File: src/hw/rtl/dpprc_pkg.sv
// package for the drift-plus-penalty rate control unit
// holds widths, config register map, microcode types and the control program rom
`timescale 1ns / 1ps

package dpprc_pkg;

    localparam int FRAC_BITS_DEF   = 16;
    localparam int QUEUE_WIDTH_DEF = 32;

    localparam int RATE_W     = 24;
    localparam int GAIN_W     = 24;
    localparam int WEIGHT_W   = 8;
    localparam int DIVB_W     = 8;
    localparam int OUT_Q_W    = 32;
    localparam int PROD_W     = GAIN_W + WEIGHT_W;
    localparam int NUM_FLOWS  = 3;
    localparam int FLOW_IDX_W = 2;
    localparam int CFG_IDX_W  = 3;
    localparam int CFG_DATA_W = 24;
    localparam int STEP_W     = 4;

    localparam logic [CFG_IDX_W-1:0] CFG_PENALTY_GAIN = 3'd0;
    localparam logic [CFG_IDX_W-1:0] CFG_WEIGHT_ONE   = 3'd1;
    localparam logic [CFG_IDX_W-1:0] CFG_WEIGHT_TWO   = 3'd2;
    localparam logic [CFG_IDX_W-1:0] CFG_WEIGHT_THREE = 3'd3;
    localparam logic [CFG_IDX_W-1:0] CFG_CAPACITY     = 3'd4;
    localparam logic [CFG_IDX_W-1:0] CFG_RATE_DIVISOR = 3'd5;

    localparam logic [GAIN_W-1:0]   GAIN_RST     = 24'd655360;
    localparam logic [WEIGHT_W-1:0] WEIGHT_1_RST = 8'd1;
    localparam logic [WEIGHT_W-1:0] WEIGHT_2_RST = 8'd2;
    localparam logic [WEIGHT_W-1:0] WEIGHT_3_RST = 8'd2;
    localparam logic [RATE_W-1:0]   CAP_RST      = 24'd65536;
    localparam logic [DIVB_W-1:0]   DIVB_RST     = 8'd5;

    localparam logic [FLOW_IDX_W-1:0] LAST_FLOW = 2'd2;

    typedef logic [STEP_W-1:0] step_t;

    typedef enum logic [3:0] {
        OP_NOP,
        OP_ACCEPT,
        OP_QSUM,
        OP_QSUB,
        OP_MUL,
        OP_DIV_RATIO,
        OP_CHECK,
        OP_DIV_RATE,
        OP_SAT,
        OP_NEXT_FLOW,
        OP_EMIT
    } op_t;

    typedef enum logic [2:0] {
        COND_NONE,
        COND_ALWAYS,
        COND_NO_REQ,
        COND_DIV_BUSY,
        COND_SKIP_DIV,
        COND_MORE_FLOWS,
        COND_OUT_BUSY
    } cond_t;

    typedef struct packed {
        op_t   op;
        cond_t cond;
        step_t target;
    } ucode_t;

    typedef struct packed {
        logic req_valid;
        logic div_busy;
        logic skip_div;
        logic more_flows;
        logic out_busy;
    } status_t;

    typedef struct packed {
        logic [GAIN_W-1:0]   penalty_gain;
        logic [WEIGHT_W-1:0] weight_one;
        logic [WEIGHT_W-1:0] weight_two;
        logic [WEIGHT_W-1:0] weight_three;
        logic [RATE_W-1:0]   capacity;
        logic [DIVB_W-1:0]   rate_divisor;
    } cfg_t;

    localparam step_t STEP_IDLE    = 4'd0;
    localparam step_t STEP_QSUM    = 4'd1;
    localparam step_t STEP_QSUB    = 4'd2;
    localparam step_t STEP_MUL     = 4'd3;
    localparam step_t STEP_DIVA    = 4'd4;
    localparam step_t STEP_WAITA   = 4'd5;
    localparam step_t STEP_CHECK   = 4'd6;
    localparam step_t STEP_DIVB    = 4'd7;
    localparam step_t STEP_WAITB   = 4'd8;
    localparam step_t STEP_SAT     = 4'd9;
    localparam step_t STEP_NEXT    = 4'd10;
    localparam step_t STEP_WAITOUT = 4'd11;
    localparam step_t STEP_EMIT    = 4'd12;

    function automatic ucode_t ucode_rom(step_t addr);
        ucode_t word;
        unique case (addr)
            STEP_IDLE:    word = '{OP_ACCEPT,    COND_NO_REQ,     STEP_IDLE};
            STEP_QSUM:    word = '{OP_QSUM,      COND_NONE,       STEP_IDLE};
            STEP_QSUB:    word = '{OP_QSUB,      COND_NONE,       STEP_IDLE};
            STEP_MUL:     word = '{OP_MUL,       COND_NONE,       STEP_IDLE};
            STEP_DIVA:    word = '{OP_DIV_RATIO, COND_NONE,       STEP_IDLE};
            STEP_WAITA:   word = '{OP_NOP,       COND_DIV_BUSY,   STEP_WAITA};
            STEP_CHECK:   word = '{OP_CHECK,     COND_SKIP_DIV,   STEP_NEXT};
            STEP_DIVB:    word = '{OP_DIV_RATE,  COND_NONE,       STEP_IDLE};
            STEP_WAITB:   word = '{OP_NOP,       COND_DIV_BUSY,   STEP_WAITB};
            STEP_SAT:     word = '{OP_SAT,       COND_NONE,       STEP_IDLE};
            STEP_NEXT:    word = '{OP_NEXT_FLOW, COND_MORE_FLOWS, STEP_MUL};
            STEP_WAITOUT: word = '{OP_NOP,       COND_OUT_BUSY,   STEP_WAITOUT};
            STEP_EMIT:    word = '{OP_EMIT,      COND_ALWAYS,     STEP_IDLE};
            default:      word = '{OP_NOP,       COND_ALWAYS,     STEP_IDLE};
        endcase
        return word;
    endfunction

endpackage

File: src/hw/rtl/dpprc_divider.sv
// restoring unsigned divider, one quotient bit per cycle
// standalone, no package dependency
`timescale 1ns / 1ps

module dpprc_divider #(
    parameter int DIVIDEND_W = 48,
    parameter int DIVISOR_W  = 32
) (
    input  logic                  aclk,
    input  logic                  aresetn,
    input  logic                  start,
    input  logic [DIVIDEND_W-1:0] dividend,
    input  logic [DIVISOR_W-1:0]  divisor,
    output logic                  busy,
    output logic [DIVIDEND_W-1:0] quotient
);

    localparam int CNT_W = $clog2(DIVIDEND_W + 1);

    logic [DIVIDEND_W-1:0] quo_reg, quo_next;
    logic [DIVISOR_W-1:0]  rem_reg, rem_next;
    logic [DIVISOR_W-1:0]  dvs_reg, dvs_next;
    logic [CNT_W-1:0]      cnt_reg, cnt_next;
    logic                  busy_reg, busy_next;

    logic [DIVISOR_W:0] trial;
    logic [DIVISOR_W:0] diff;
    logic               ge;

    assign trial = {rem_reg, quo_reg[DIVIDEND_W-1]};
    assign ge    = trial >= {1'b0, dvs_reg};
    assign diff  = trial - {1'b0, dvs_reg};

    always_comb begin
        quo_next  = quo_reg;
        rem_next  = rem_reg;
        dvs_next  = dvs_reg;
        cnt_next  = cnt_reg;
        busy_next = busy_reg;
        if (start) begin
            quo_next  = dividend;
            rem_next  = '0;
            dvs_next  = divisor;
            cnt_next  = CNT_W'(DIVIDEND_W);
            busy_next = 1'b1;
        end else if (busy_reg) begin
            quo_next  = {quo_reg[DIVIDEND_W-2:0], ge};
            rem_next  = ge ? diff[DIVISOR_W-1:0] : trial[DIVISOR_W-1:0];
            cnt_next  = cnt_reg - 1'b1;
            busy_next = (cnt_reg != CNT_W'(1));
        end
    end

    always_ff @(posedge aclk) begin
        if (!aresetn) begin
            cnt_reg  <= '0;
            busy_reg <= 1'b0;
        end else begin
            cnt_reg  <= cnt_next;
            busy_reg <= busy_next;
        end
    end

    always_ff @(posedge aclk) begin
        quo_reg <= quo_next;
        rem_reg <= rem_next;
        dvs_reg <= dvs_next;
    end

    assign busy     = busy_reg;
    assign quotient = quo_reg;

endmodule

File: src/hw/rtl/dpprc_datapath.sv
// datapath of the rate control unit: queue, rates, peak, multiplier, output register
// depends on dpprc_pkg and dpprc_divider, driven by the microcode word
`timescale 1ns / 1ps

module dpprc_datapath #(
    parameter int FRAC_BITS   = dpprc_pkg::FRAC_BITS_DEF,
    parameter int QUEUE_WIDTH = dpprc_pkg::QUEUE_WIDTH_DEF
) (
    input  logic                          aclk,
    input  logic                          aresetn,
    input  dpprc_pkg::ucode_t             cw,
    input  dpprc_pkg::cfg_t               cfg,
    output dpprc_pkg::status_t            status,
    input  logic                          s_valid,
    output logic                          s_ready,
    input  logic                          s_restart,
    output logic                          m_valid,
    input  logic                          m_ready,
    output logic [dpprc_pkg::OUT_Q_W-1:0] m_queue_level,
    output logic [dpprc_pkg::RATE_W-1:0]  m_rate_one,
    output logic [dpprc_pkg::RATE_W-1:0]  m_rate_two,
    output logic [dpprc_pkg::RATE_W-1:0]  m_rate_three,
    output logic [dpprc_pkg::OUT_Q_W-1:0] m_peak_queue
);

    import dpprc_pkg::*;

    localparam int QW    = QUEUE_WIDTH;
    localparam int SUM_W = QW + 2;
    localparam int NUM_W = PROD_W + FRAC_BITS;
    localparam logic [NUM_W-1:0] ONE_FIX = {{(NUM_W-1){1'b0}}, 1'b1} << FRAC_BITS;

    logic [QW-1:0]         backlog_reg, backlog_next;
    logic [QW-1:0]         peak_reg, peak_next;
    logic [RATE_W-1:0]     rate_reg [NUM_FLOWS];
    logic [RATE_W-1:0]     rate_next [NUM_FLOWS];
    logic [FLOW_IDX_W-1:0] flow_idx_reg, flow_idx_next;
    logic [SUM_W-1:0]      sum_reg, sum_next;
    logic [PROD_W-1:0]     prod_reg, prod_next;
    logic                  m_valid_reg, m_valid_next;
    logic [OUT_Q_W-1:0]    out_queue_reg, out_queue_next;
    logic [OUT_Q_W-1:0]    out_peak_reg, out_peak_next;
    logic [RATE_W-1:0]     out_r1_reg, out_r1_next;
    logic [RATE_W-1:0]     out_r2_reg, out_r2_next;
    logic [RATE_W-1:0]     out_r3_reg, out_r3_next;

    logic                  accept;
    logic [WEIGHT_W-1:0]   weight_sel;
    logic [SUM_W-1:0]      cap_ext;
    logic [SUM_W-1:0]      diff;
    logic [QW-1:0]         q_new;
    logic [QW+OUT_Q_W-1:0] q_wide;
    logic [QW+OUT_Q_W-1:0] peak_wide;
    logic                  div_start;
    logic [NUM_W-1:0]      div_dividend;
    logic [QW-1:0]         div_divisor;
    logic                  div_busy;
    logic [NUM_W-1:0]      div_quot;
    logic                  ratio_low;

    dpprc_divider #(
        .DIVIDEND_W (NUM_W),
        .DIVISOR_W  (QW)
    ) u_divider (
        .aclk     (aclk),
        .aresetn  (aresetn),
        .start    (div_start),
        .dividend (div_dividend),
        .divisor  (div_divisor),
        .busy     (div_busy),
        .quotient (div_quot)
    );

    assign s_ready = (cw.op == OP_ACCEPT);
    assign accept  = s_ready && s_valid;

    always_comb begin
        unique case (flow_idx_reg)
            2'd0:    weight_sel = cfg.weight_one;
            2'd1:    weight_sel = cfg.weight_two;
            default: weight_sel = cfg.weight_three;
        endcase
    end

    // new backlog: floor at zero, saturate, empty queue reads as one lsb
    assign cap_ext = SUM_W'(cfg.capacity);
    assign diff    = (sum_reg > cap_ext) ? (sum_reg - cap_ext) : '0;
    always_comb begin
        if (|diff[SUM_W-1:QW]) begin
            q_new = '1;
        end else begin
            q_new = diff[QW-1:0];
        end
        if (q_new == '0) begin
            q_new = QW'(1);
        end
    end

    assign q_wide    = {{OUT_Q_W{1'b0}}, backlog_reg};
    assign peak_wide = {{OUT_Q_W{1'b0}}, peak_reg};
    assign ratio_low = (div_quot <= ONE_FIX);

    always_comb begin
        div_start    = 1'b0;
        div_dividend = {prod_reg, {FRAC_BITS{1'b0}}};
        div_divisor  = backlog_reg;
        if (cw.op == OP_DIV_RATIO) begin
            div_start = 1'b1;
        end else if (cw.op == OP_DIV_RATE) begin
            div_start    = 1'b1;
            div_dividend = div_quot - ONE_FIX;
            div_divisor  = QW'(cfg.rate_divisor);
        end
    end

    always_comb begin
        backlog_next   = backlog_reg;
        peak_next      = peak_reg;
        rate_next      = rate_reg;
        flow_idx_next  = flow_idx_reg;
        sum_next       = sum_reg;
        prod_next      = prod_reg;
        out_queue_next = out_queue_reg;
        out_peak_next  = out_peak_reg;
        out_r1_next    = out_r1_reg;
        out_r2_next    = out_r2_reg;
        out_r3_next    = out_r3_reg;
        m_valid_next   = m_valid_reg && !m_ready;
        unique case (cw.op)
            OP_ACCEPT: begin
                if (accept && s_restart) begin
                    backlog_next = '0;
                    peak_next    = '0;
                    rate_next    = '{default: '0};
                end
            end
            OP_QSUM: begin
                sum_next = SUM_W'(backlog_reg) + SUM_W'(rate_reg[0])
                         + SUM_W'(rate_reg[1]) + SUM_W'(rate_reg[2]);
            end
            OP_QSUB: begin
                backlog_next  = q_new;
                peak_next     = (q_new > peak_reg) ? q_new : peak_reg;
                flow_idx_next = '0;
            end
            OP_MUL: begin
                prod_next = PROD_W'(cfg.penalty_gain) * PROD_W'(weight_sel);
            end
            OP_CHECK: begin
                if (ratio_low) begin
                    rate_next[flow_idx_reg] = '0;
                end else if (cfg.rate_divisor == '0) begin
                    rate_next[flow_idx_reg] = cfg.capacity;
                end
            end
            OP_SAT: begin
                rate_next[flow_idx_reg] = (div_quot > NUM_W'(cfg.capacity))
                                        ? cfg.capacity : div_quot[RATE_W-1:0];
            end
            OP_NEXT_FLOW: begin
                if (flow_idx_reg != LAST_FLOW) begin
                    flow_idx_next = flow_idx_reg + 1'b1;
                end
            end
            OP_EMIT: begin
                out_queue_next = q_wide[OUT_Q_W-1:0];
                out_peak_next  = peak_wide[OUT_Q_W-1:0];
                out_r1_next    = rate_reg[0];
                out_r2_next    = rate_reg[1];
                out_r3_next    = rate_reg[2];
                m_valid_next   = 1'b1;
            end
            default: begin
            end
        endcase
    end

    always_ff @(posedge aclk) begin
        if (!aresetn) begin
            backlog_reg  <= '0;
            peak_reg     <= '0;
            rate_reg     <= '{default: '0};
            flow_idx_reg <= '0;
            m_valid_reg  <= 1'b0;
        end else begin
            backlog_reg  <= backlog_next;
            peak_reg     <= peak_next;
            rate_reg     <= rate_next;
            flow_idx_reg <= flow_idx_next;
            m_valid_reg  <= m_valid_next;
        end
    end

    always_ff @(posedge aclk) begin
        sum_reg       <= sum_next;
        prod_reg      <= prod_next;
        out_queue_reg <= out_queue_next;
        out_peak_reg  <= out_peak_next;
        out_r1_reg    <= out_r1_next;
        out_r2_reg    <= out_r2_next;
        out_r3_reg    <= out_r3_next;
    end

    assign status.req_valid  = s_valid;
    assign status.div_busy   = div_busy;
    assign status.skip_div   = ratio_low || (cfg.rate_divisor == '0);
    assign status.more_flows = (flow_idx_reg != LAST_FLOW);
    assign status.out_busy   = m_valid_reg && !m_ready;

    assign m_valid       = m_valid_reg;
    assign m_queue_level = out_queue_reg;
    assign m_peak_queue  = out_peak_reg;
    assign m_rate_one    = out_r1_reg;
    assign m_rate_two    = out_r2_reg;
    assign m_rate_three  = out_r3_reg;

endmodule

File: src/hw/rtl/dpprc_sequencer.sv
// microcode sequencer: step counter, control rom and conditional jumps
// depends on dpprc_pkg for the control word, status flags and program
`timescale 1ns / 1ps

module dpprc_sequencer (
    input  logic                aclk,
    input  logic                aresetn,
    input  dpprc_pkg::status_t  status,
    output dpprc_pkg::ucode_t   cw
);

    import dpprc_pkg::*;

    step_t  step_reg, step_next;
    ucode_t word;
    logic   take_jump;

    assign word = ucode_rom(step_reg);

    always_comb begin
        unique case (word.cond)
            COND_NONE:       take_jump = 1'b0;
            COND_ALWAYS:     take_jump = 1'b1;
            COND_NO_REQ:     take_jump = !status.req_valid;
            COND_DIV_BUSY:   take_jump = status.div_busy;
            COND_SKIP_DIV:   take_jump = status.skip_div;
            COND_MORE_FLOWS: take_jump = status.more_flows;
            COND_OUT_BUSY:   take_jump = status.out_busy;
            default:         take_jump = 1'b1;
        endcase
    end

    always_comb begin
        step_next = take_jump ? word.target : step_t'(step_reg + 1'b1);
    end

    always_comb begin
        cw = word;
    end

    always_ff @(posedge aclk) begin
        if (!aresetn) begin
            step_reg <= STEP_IDLE;
        end else begin
            step_reg <= step_next;
        end
    end

endmodule

File: src/hw/rtl/drift_plus_penalty_rate_control_unit.sv
// drift-plus-penalty rate control: each request is one tick and gives one result
// per request: queue sum, backlog update, then per flow a multiply and a ratio division
// and, unless the rate comes out zero or at capacity, a second division, all on the
// shared one-bit-per-cycle divider; the result is loaded once the output is free
// a new request is taken only after that load, also while the last result waits
// synchronous active-low reset: queue, rates and peak cleared, config to defaults
`timescale 1ns / 1ps

module drift_plus_penalty_rate_control_unit #(
    parameter int FRAC_BITS   = dpprc_pkg::FRAC_BITS_DEF,
    parameter int QUEUE_WIDTH = dpprc_pkg::QUEUE_WIDTH_DEF
) (
    input  logic                             aclk,
    input  logic                             aresetn,
    input  logic                             cfg_wr_en,
    input  logic [dpprc_pkg::CFG_IDX_W-1:0]  cfg_index,
    input  logic [dpprc_pkg::CFG_DATA_W-1:0] cfg_wdata,
    input  logic                             s_valid,
    output logic                             s_ready,
    input  logic                             s_restart,
    output logic                             m_valid,
    input  logic                             m_ready,
    output logic [dpprc_pkg::OUT_Q_W-1:0]    m_queue_level,
    output logic [dpprc_pkg::RATE_W-1:0]     m_rate_one,
    output logic [dpprc_pkg::RATE_W-1:0]     m_rate_two,
    output logic [dpprc_pkg::RATE_W-1:0]     m_rate_three,
    output logic [dpprc_pkg::OUT_Q_W-1:0]    m_peak_queue
);

    import dpprc_pkg::*;

    cfg_t    cfg_reg, cfg_next;
    ucode_t  cw;
    status_t status;

    always_comb begin
        cfg_next = cfg_reg;
        if (cfg_wr_en) begin
            unique case (cfg_index)
                CFG_PENALTY_GAIN: cfg_next.penalty_gain = cfg_wdata[GAIN_W-1:0];
                CFG_WEIGHT_ONE:   cfg_next.weight_one   = cfg_wdata[WEIGHT_W-1:0];
                CFG_WEIGHT_TWO:   cfg_next.weight_two   = cfg_wdata[WEIGHT_W-1:0];
                CFG_WEIGHT_THREE: cfg_next.weight_three = cfg_wdata[WEIGHT_W-1:0];
                CFG_CAPACITY:     cfg_next.capacity     = cfg_wdata[RATE_W-1:0];
                CFG_RATE_DIVISOR: cfg_next.rate_divisor = cfg_wdata[DIVB_W-1:0];
                default: begin
                end
            endcase
        end
    end

    always_ff @(posedge aclk) begin
        if (!aresetn) begin
            cfg_reg <= '{GAIN_RST, WEIGHT_1_RST, WEIGHT_2_RST, WEIGHT_3_RST,
                         CAP_RST, DIVB_RST};
        end else begin
            cfg_reg <= cfg_next;
        end
    end

    dpprc_sequencer u_sequencer (
        .aclk    (aclk),
        .aresetn (aresetn),
        .status  (status),
        .cw      (cw)
    );

    dpprc_datapath #(
        .FRAC_BITS   (FRAC_BITS),
        .QUEUE_WIDTH (QUEUE_WIDTH)
    ) u_datapath (
        .aclk          (aclk),
        .aresetn       (aresetn),
        .cw            (cw),
        .cfg           (cfg_reg),
        .status        (status),
        .s_valid       (s_valid),
        .s_ready       (s_ready),
        .s_restart     (s_restart),
        .m_valid       (m_valid),
        .m_ready       (m_ready),
        .m_queue_level (m_queue_level),
        .m_rate_one    (m_rate_one),
        .m_rate_two    (m_rate_two),
        .m_rate_three  (m_rate_three),
        .m_peak_queue  (m_peak_queue)
    );

    // a request starts a program run, so ready drops right after it
    a_ready_drops: assert property (@(posedge aclk) disable iff (!aresetn)
        (s_valid && s_ready) |=> !s_ready)
        else $error("ready still high after an accepted request");

    // divider is only started once the previous division has finished
    a_div_idle_on_start: assert property (@(posedge aclk) disable iff (!aresetn)
        (cw.op == OP_DIV_RATIO || cw.op == OP_DIV_RATE) |-> !status.div_busy)
        else $error("divider started while busy");

    // a result is only loaded into a free output register
    a_emit_free_slot: assert property (@(posedge aclk) disable iff (!aresetn)
        (cw.op == OP_EMIT) |-> !(m_valid && !m_ready))
        else $error("result overwrote one not yet taken");

endmodule
File: config.mk
export PLATFORM = sky130hd
export DESIGN_NAME = drift_plus_penalty_rate_control_unit
export DESIGN_NICKNAME = d
export VERILOG_FILES = /design/src/hw/rtl/dpprc_pkg.sv /design/src/hw/rtl/dpprc_divider.sv /design/src/hw/rtl/dpprc_datapath.sv /design/src/hw/rtl/dpprc_sequencer.sv /design/src/hw/rtl/drift_plus_penalty_rate_control_unit.sv
export SDC_FILE = /design/constraint.sdc
export NUM_CORES = 2
export LEC_CHECK = 0
export ABC_AREA = 1
export BUFFER_PORTS_ARGS = -buffer_cell sky130_fd_sc_hd__buf_2
export CORE_UTILIZATION = 39
export CTS_CLUSTER_SIZE = 14
export DETAILED_ROUTE_END_ITERATION = 16
export GPL_ROUTABILITY_DRIVEN = 0
export PLACE_DENSITY = 0.56
export SYNTH_ARGS = -nofsm -noshare
export SYNTH_HDL_FRONTEND = slang
export SYNTH_SLANG_ARGS = --single-unit
File: constraint.sdc
create_clock -name aclk -period 6.8 [get_ports aclk]
set_clock_uncertainty 0.2 [all_clocks]
set_input_delay 1.36 -clock aclk [delete_from_list [all_inputs] [get_ports aclk]]
set_output_delay 1.36 -clock aclk [all_outputs]
set_load 0.005 [all_outputs]
# Word-level counts from Yosys, hierarchy flattened
# Memory sizes are Yosys's and may differ from the RTL's. A register that Yosys moved wholly into a read port is not among the register bits.
# Cells that the tools add are included.
[op_classes]
add_sub_neg = 9
mul = 1
magnitude_cmp = 7
eq_ne = 27
muxes = 36
bitwise_logic = 4
reduce_logical = 28
[op_table]
columns = ["operator", "count"]
rows = [
  ["$mux 32", 7],
  ["$mux 72", 3],
  ["$pmux 72 s3", 1],
  ["$mux 48", 4],
  ["$bwmux 72", 2],
  ["$pmux 32 s2", 2],
  ["$and 72x72->72", 1],
  ["$not 72->72", 1],
  ["$add 34x24->34", 2],
  ["$demux 24 s2", 1],
  ["$gt 48x24->1", 1],
  ["$le 48x17->1 const B", 1],
  ["$mux 24", 2],
  ["$sub 48x17->48 const B", 1],
  ["$gt 34x24->1", 1],
  ["$mux 34", 1],
  ["$sub 34x24->34", 1],
  ["$add 32x24->33", 1],
  ["$ge 33x32->1", 1],
  ["$gt 32x32->1", 1],
  ["$logic_not 32->1", 1],
  ["$mul 24x8->32", 1],
  ["$sub 32x32->32", 1],
  ["$eq 4x3->1 const B", 4],
  ["36 further kinds", 70],
]
[word_totals]
register_bits = 544
rom_bits = 176
input_bits = 33
out_inout_bits = 138
elab_cells = 140
mem_count = 1
[mem_list]
columns = ["memory", "words", "width", "rd", "rd_ports_with_merged_regs", "wr", "line_no", "rtl"]
rows = [
  ["(name not given)", 16, 11, 1, 1, 0, "dpprc_pkg.sv:103", "unique case (addr)"],
]

# Longest topological paths before layout
[logic_depth]
ltp_word = 9
ltp_mapped = 39
ltp_nobuf = 38

# By module
# Synthesis repeated with hierarchy kept, for this count alone.
[hier_totals]
hier_cells = 4805
hier_area_um2 = 37556.0
[modules_own_cells]
columns = ["mod", "instances", "cells_per_inst", "area_per_inst_um2", "seq_area_each_um2"]
rows = [
  ["dpprc_datapath", 1, 3174, 25964.9, 8818.5],
  ["dpprc_divider", 1, 1066, 7514.7, 3183.1],
  ["drift_plus_penalty_rate_control_unit", 1, 465, 3278.1, 1601.5],
  ["dpprc_sequencer", 1, 100, 798.3, 280.3],
]

# Least setup slack after synthesis
# No wires, ideal clock.
[synth_path]
path_type = "register to register"
from = "register, netlist name u_sequencer.cw[8]"
to = "register u_datapath.out_peak_reg[0], in the netlist u_datapath.m_peak_queue[0] (enable)"
setup_time_ns = 0.635
arrival_time_ns = 6.234
required_ns = 5.965
path_slack_ns = -0.269
stages_incl_launch_ff = 5
n_path_buf = 0
period_less_slack_ns = 7.069
path_cell_list = "dfxtp_1 > inv_1 > nor2_1 > inv_1 > nor2_1"
[synth_via]
elab_chain_len = 1
[synth_rtl]
columns = ["item", "line_no", "rtl"]
rows = [
  ["$eq 4x4->1", "dpprc_datapath.sv:129", "unique case (cw.op)"],
  ["end signal, assigned", "dpprc_datapath.sv:198", "out_peak_reg <= out_peak_next;"],
  ["end, declared", "dpprc_datapath.sv:42", "logic [OUT_Q_W-1:0] out_peak_reg, out_peak_next;"],
]
# Every way passes these cells.
# A chain may end at the register's enable or synchronous reset.

# Worst setup path after layout
[layout_path]
from = "register u_datapath.flow_idx_reg[1]"
to = "register u_datapath.prod_reg[22] (data pin)"
[layout_via]
elab_chain_len = 3
elab_cells_between_ends = 4
cone_classes = "1 x mul; 1 x eq/ne; 1 x mux; 1 x reduce/logical"
[layout_rtl]
columns = ["item", "line_no", "rtl"]
rows = [
  ["start, declared", "dpprc_datapath.sv:37", "logic [FLOW_IDX_W-1:0] flow_idx_reg, flow_idx_next;"],
  ["start signal, assigned", "dpprc_datapath.sv:189", "flow_idx_reg <= flow_idx_next;"],
  ["$eq 2x1->1 or $logic_not 2->1 (tied branches)", "dpprc_datapath.sv:78", "unique case (flow_idx_reg)"],
  ["$pmux 8 s2 *", "dpprc_datapath.sv:78", ""],
  ["$mul 24x8->32 *", "dpprc_datapath.sv:147", "prod_next = PROD_W'(cfg.penalty_gain) * PROD_W'(weight_sel);"],
  ["end signal, assigned", "dpprc_datapath.sv:196", "prod_reg <= prod_next;"],
  ["end, declared", "dpprc_datapath.sv:39", "logic [PROD_W-1:0] prod_reg, prod_next;"],
]
# Every way passes the cells marked *; elsewhere a longest branch is shown, timed or not.

==> flow_summary.html <==
<table>
<tr><th>Metric</th><th>Value</th></tr>
<tr><th colspan="2">Timing</th></tr>
<tr><td>Count of endpoints failing setup in the final report</td><td>0</td></tr>
<tr><td>Transition time at the pin with the least slew margin</td><td>between 1 and 1.5 ns</td></tr>
<tr><td>Final cycle utilization of the critical path</td><td>0.939</td></tr>
<tr><td>Final total negative setup slack</td><td>0 ns</td></tr>
<tr><td>Smallest hold slack</td><td>0.256 ns</td></tr>
<tr><td>Final number of max-transition violations</td><td>0</td></tr>
<tr><td>RSZ-0062 raised after global routing</td><td>false</td></tr>
<tr><td>Max-slew headroom</td><td>0.263</td></tr>
<tr><td>Final hold violation count</td><td>0</td></tr>
<tr><td>Fmax</td><td>157 MHz</td></tr>
<tr><td>Final worst path period need</td><td>6.39 ns</td></tr>
<tr><th colspan="2">Clock tree</th></tr>
<tr><td>Number of setup buffers added after CTS</td><td>0</td></tr>
<tr><td>Clock Root Buffer</td><td>clkbuf_16</td></tr>
<tr><td>Worst-path clk slew</td><td>0.06 ns</td></tr>
<tr><td>Num Clock Sinks</td><td>roughly 550</td></tr>
<tr><td>CTS Buffer Depth</td><td>3</td></tr>
<tr><td>TritonCTS Buffers</td><td>67</td></tr>
<tr><td>CTS tree</td><td>done</td></tr>
<tr><td>H-tree lvl count</td><td>3</td></tr>
<tr><td>Clock latency reported for the late side of the worst-skew pair</td><td>approximately 0.65 ns</td></tr>
<tr><th colspan="2">Route</th></tr>
<tr><td>Total number of vias</td><td>31100</td></tr>
<tr><td>DR iter-0 viols</td><td>around 3100</td></tr>
<tr><td>TritonRoute pass-1 iters</td><td>6</td></tr>
<tr><td>Mean number of vias per cell</td><td>approximately 5.2</td></tr>
<tr><td>Average wire per standard cell</td><td>between 15 and 20 um</td></tr>
<tr><td>Overall routed net length</td><td>about 120000 um</td></tr>
<tr><td>Number of nets still failing antenna checks after routing</td><td>0</td></tr>
<tr><td>DRC violations left</td><td>0</td></tr>
<tr><th colspan="2">Die</th></tr>
<tr><td>Site Rows</td><td>between 100 and 150</td></tr>
<tr><td>Die outline area</td><td>0.0944 mm^2</td></tr>
<tr><td>Boundary pin count</td><td>around 170</td></tr>
<tr><td>Die Y</td><td>307 um</td></tr>
<tr><td>Die X</td><td>307 um</td></tr>
<tr><td>Initial core utilization</td><td>0.395</td></tr>
<tr><td>Core area</td><td>0.0919 mm^2</td></tr>
<tr><th colspan="2">Worst setup path</th></tr>
<tr><td>Ordered list of cells on the worst path</td><td>inv_1 -&gt; ha_1 -&gt; inv_1 -&gt; buf_4 -&gt; o22ai_1 -&gt; a21oi_2 -&gt; buf_4 -&gt; nor2_1 -&gt; fa_1 -&gt; fa_1 -&gt; fa_1 -&gt; fa_1 -&gt; ha_1 -&gt; a21oi_1 -&gt; nand2_1 -&gt; a21oi_1 -&gt; inv_1 -&gt; a21oi_1 -&gt; o21a_1 -&gt; o21ai_1 -&gt; a21boi_0 -&gt; nor2_1 -&gt; nor2_1 -&gt; xnor2_1</td></tr>
<tr><td>Required time of the critical path</td><td>about 7.0 ns</td></tr>
<tr><td>Master of the slowest instance on the critical path</td><td>fa_1</td></tr>
<tr><td>Setup crit end kind</td><td>register</td></tr>
<tr><td>Arrival time at the worst endpoint</td><td>roughly 6.6 ns</td></tr>
<tr><td>Launching element type of the critical path</td><td>register</td></tr>
<tr><td>Maximum net fanout on the critical path</td><td>28</td></tr>
<tr><td>Biggest cell delay along the critical path</td><td>between 0.5 and 0.6 ns</td></tr>
<tr><td>Most frequent cell on the critical path</td><td>fa_1</td></tr>
<tr><td>Setup Crit Path Kind</td><td>register to register</td></tr>
<tr><th colspan="2">Cells and area</th></tr>
<tr><td>Number of nets in the layout</td><td>5077</td></tr>
<tr><td>Share of post-route cells with drive strength above 1</td><td>0.0935</td></tr>
<tr><td>Layout area overhead</td><td>12.7%</td></tr>
<tr><td>Flip-flop count of the largest register after layout</td><td>80</td></tr>
<tr><td>Fillcell total</td><td>~9300</td></tr>
<tr><td>Multi-input gate area</td><td>0.0192 mm^2</td></tr>
<tr><td>Area used by sequential logic in the layout</td><td>0.0139 mm^2</td></tr>
<tr><td>Antenna Cells</td><td>0</td></tr>
<tr><th colspan="2">Logic synthesis</th></tr>
<tr><td>Share of the yosys chip area belonging to registers</td><td>0.383</td></tr>
<tr><td>Number of synthesized flops with an enable pin</td><td>282</td></tr>
<tr><td>Most common flop cell mapped by yosys</td><td>edfxtp_1</td></tr>
<tr><td>Synthesized-area fraction occupied by and/or/nand/nor cells</td><td>0.175</td></tr>
<tr><td>Post-synthesis mux area share</td><td>0</td></tr>
<tr><td>Area share of the largest cell type after synthesis</td><td>0.233</td></tr>
<tr><td>Cells after Synth</td><td>4499</td></tr>
<tr><td>Post-synthesis sequential element count</td><td>between 500 and 600</td></tr>
<tr><td>Cells taking the most area after synthesis</td><td>edfxtp_1 (23%), dfxtp_1 (15%), nand2_1 (9.2%), fa_1 (8.8%), ha_1 (7.7%)</td></tr>
<tr><td>Post-synthesis share of cell area spent on full adders, half adders and majority gates</td><td>0.165</td></tr>
<tr><td>Compound-gate portion of the synthesized area</td><td>0.154</td></tr>
<tr><td>Unique masters post-synth</td><td>63</td></tr>
<tr><td>XOR/XNOR share of the synthesized area</td><td>0.0329</td></tr>
<tr><td>Number of warnings reported in the yosys synthesis log</td><td>0</td></tr>
<tr><td>FFs w/ async S/R, synth</td><td>0</td></tr>
<tr><td>Synthesized net count</td><td>4915</td></tr>
<tr><td>Synth Area per Inst</td><td>between 8 and 9 um^2</td></tr>
<tr><td>Combinational family with the most area after synthesis</td><td>simple AND/OR/NAND/NOR gates</td></tr>
<tr><td>Post-synthesis cell type with the largest combined area</td><td>edfxtp_1</td></tr>
<tr><td>Most common library cells after synthesis</td><td>nand2_1 (891), inv_1 (689), a21oi_1 (406), o21ai_0 (404), nor2_1 (401)</td></tr>
<tr><td>Count leader, synth</td><td>nand2_1</td></tr>
<tr><td>Post-Syn Area</td><td>~0.036 mm^2</td></tr>
<tr><th colspan="2">Global route</th></tr>
<tr><td>Maximum number of pins on one net before global-route repair</td><td>150</td></tr>
<tr><td>Vias in the first global route</td><td>around 30000</td></tr>
<tr><td>First-pass GRT wire length</td><td>roughly 180000 um</td></tr>
<tr><td>Sum of overflow across all layers after global routing</td><td>0</td></tr>
<tr><td>GRT Overall Usage</td><td>0.251</td></tr>
<tr><td>Initial antenna violation count</td><td>7</td></tr>
<tr><th colspan="2">Place</th></tr>
<tr><td>Detail Placement HPWL</td><td>between 90000 and 100000 um</td></tr>
<tr><td>Port-buffer cells</td><td>170</td></tr>
<tr><th colspan="2">Power and ir drop</th></tr>
<tr><td>Maximum VDD drop</td><td>roughly 0.00022 V</td></tr>
<tr><td>Total power consumption of the routed design</td><td>~16 mW</td></tr>
<tr><td>Power per Cell Area</td><td>between 300 and 400 mW/mm^2</td></tr>
<tr><td>Static leakage</td><td>18.0 nW</td></tr>
<tr><th colspan="2">Job</th></tr>
<tr><td>Max-capacitance violation count</td><td>0</td></tr>
<tr><th colspan="2">Hold path</th></tr>
<tr><td>Tightest Hold Check Type</td><td>register to register</td></tr>
<tr><th colspan="2">Outcome</th></tr>
<tr><td>Status</td><td>completed</td></tr>
</table>
-- power breakdown --
group | internal, mW | total, mW | switching [mW]
clock | 2.15 | 3.75 | 1.60
sequential | 4.54 | 5.41 | 0.870
combinational | 2.11 | 6.38 | 4.27
-- layout by cell type, fill, tap and decap left out, types with 11 or more instances in the layout --
master     count
nand2_1      891
inv_1        689
o21ai_0      404
a21oi_1      403
nor2_1       396
edfxtp_1     282
dfxtp_1      272
ha_1         223
buf_2        169
fa_1         160
nand3_1      104
xnor2_1       73
clkbuf_16     69
o21ai_1       65
xor2_1        60
buf_4         54
nand4_1       38
nor3_1        29
o211ai_1      26
a31oi_1       23
inv_2         19
o21ai_2       18
nand2_2       16
a21o_1        16
clkinv_1      14
o22ai_1       14
nor4_1        14
nor2_4        11
o221ai_1      11
-- final timing paths --
| check | slack, ns | endpoint | cells after the start | from |
|---|---|---|---|---|
| worst max-delay path | 0.41 | u_datapath.prod_reg[22]$_DFFE_PN_ | 24 | u_datapath.flow_idx_reg[1]$_SDFFE_PN0P_ |
| worst min register to register | 0.26 | u_datapath.m_rate_two[15]$_DFFE_PP_ | 0 | u_datapath.rate_reg[39]$_SDFFE_PN0P_ |
| worst max register to register | 0.41 | u_datapath.prod_reg[22]$_DFFE_PN_ | 24 | u_datapath.flow_idx_reg[1]$_SDFFE_PN0P_ |
| worst min-delay path | 0.26 | u_datapath.m_rate_two[15]$_DFFE_PP_ | 0 | u_datapath.rate_reg[39]$_SDFFE_PN0P_ |
-- routing by layer --
layer  track usage  up-vias  wire [um]
li1              -    15100          -
met1         0.360    14800      54700
met2         0.386     1117      51300
met3        0.0412      158       8800
met4        0.0731        0       3460
met5             0        -          0
-- worst max-delay path: cells and delay by family (launching register included) --
| kind | cells | cell delay, ns |
|---|---|---|
| buffers and inverters | 5 | 1.03 |
| XOR/XNOR | 1 | 0.07 |
| AO/OA/AOI/OAI | 8 | 1.50 |
| flip-flops | 1 | 0.33 |
| AND/OR/NAND/NOR | 4 | 0.37 |
| adder cells (fa/ha/maj) | 6 | 2.65 |
-- layout make-up --
class,instances,area share
flip-flops and latches,554,0.340
well taps,1243,0.0380
inverters,715,0.0656
clock buffers,83,0.0449
clock inverters,40,0.0107
multi-input cells,3097,0.469
repair buffers,226,0.0318
-- metrics by stage --
stage / setup WS (ns) / instance area (um^2) / utilization / instances
after global routing: 0.00885 / 40900 / 0.445 / 5958
after global placement: 0.501 / 38700 / 0.420 / 5835
after detailed placement: 0.402 / 38700 / 0.420 / 5835
after CTS: 0.390 / 40900 / 0.445 / 5958
final: 0.412 / 40900 / 0.445 / 5958
after floorplan: 0.852 / 36300 / - / 4499
-- cell families (layout without fill, tap and decap cells) --
kind of cell               Yosys count  in the layout
adders and majority gates          383            383
xor gates and xnor gates           135            135
DFF                                554            554
AOI/OAI and AO/OA                 1034           1034
other                                1              1
and+or+nand+nor                   1544           1544
buffers and inverters              848           1064
-- what timing repair did --
| item | in CTS | in global routing |
|---|---|---|
| gates resized for setup | 0 | 1 |
| endpoints found under the hold margin | 0 | 0 |
| setup endpoints to repair | 0 | 1 |
| hold buffers | 0 | 0 |
Note: power is estimated with default switching activity, not from simulation.
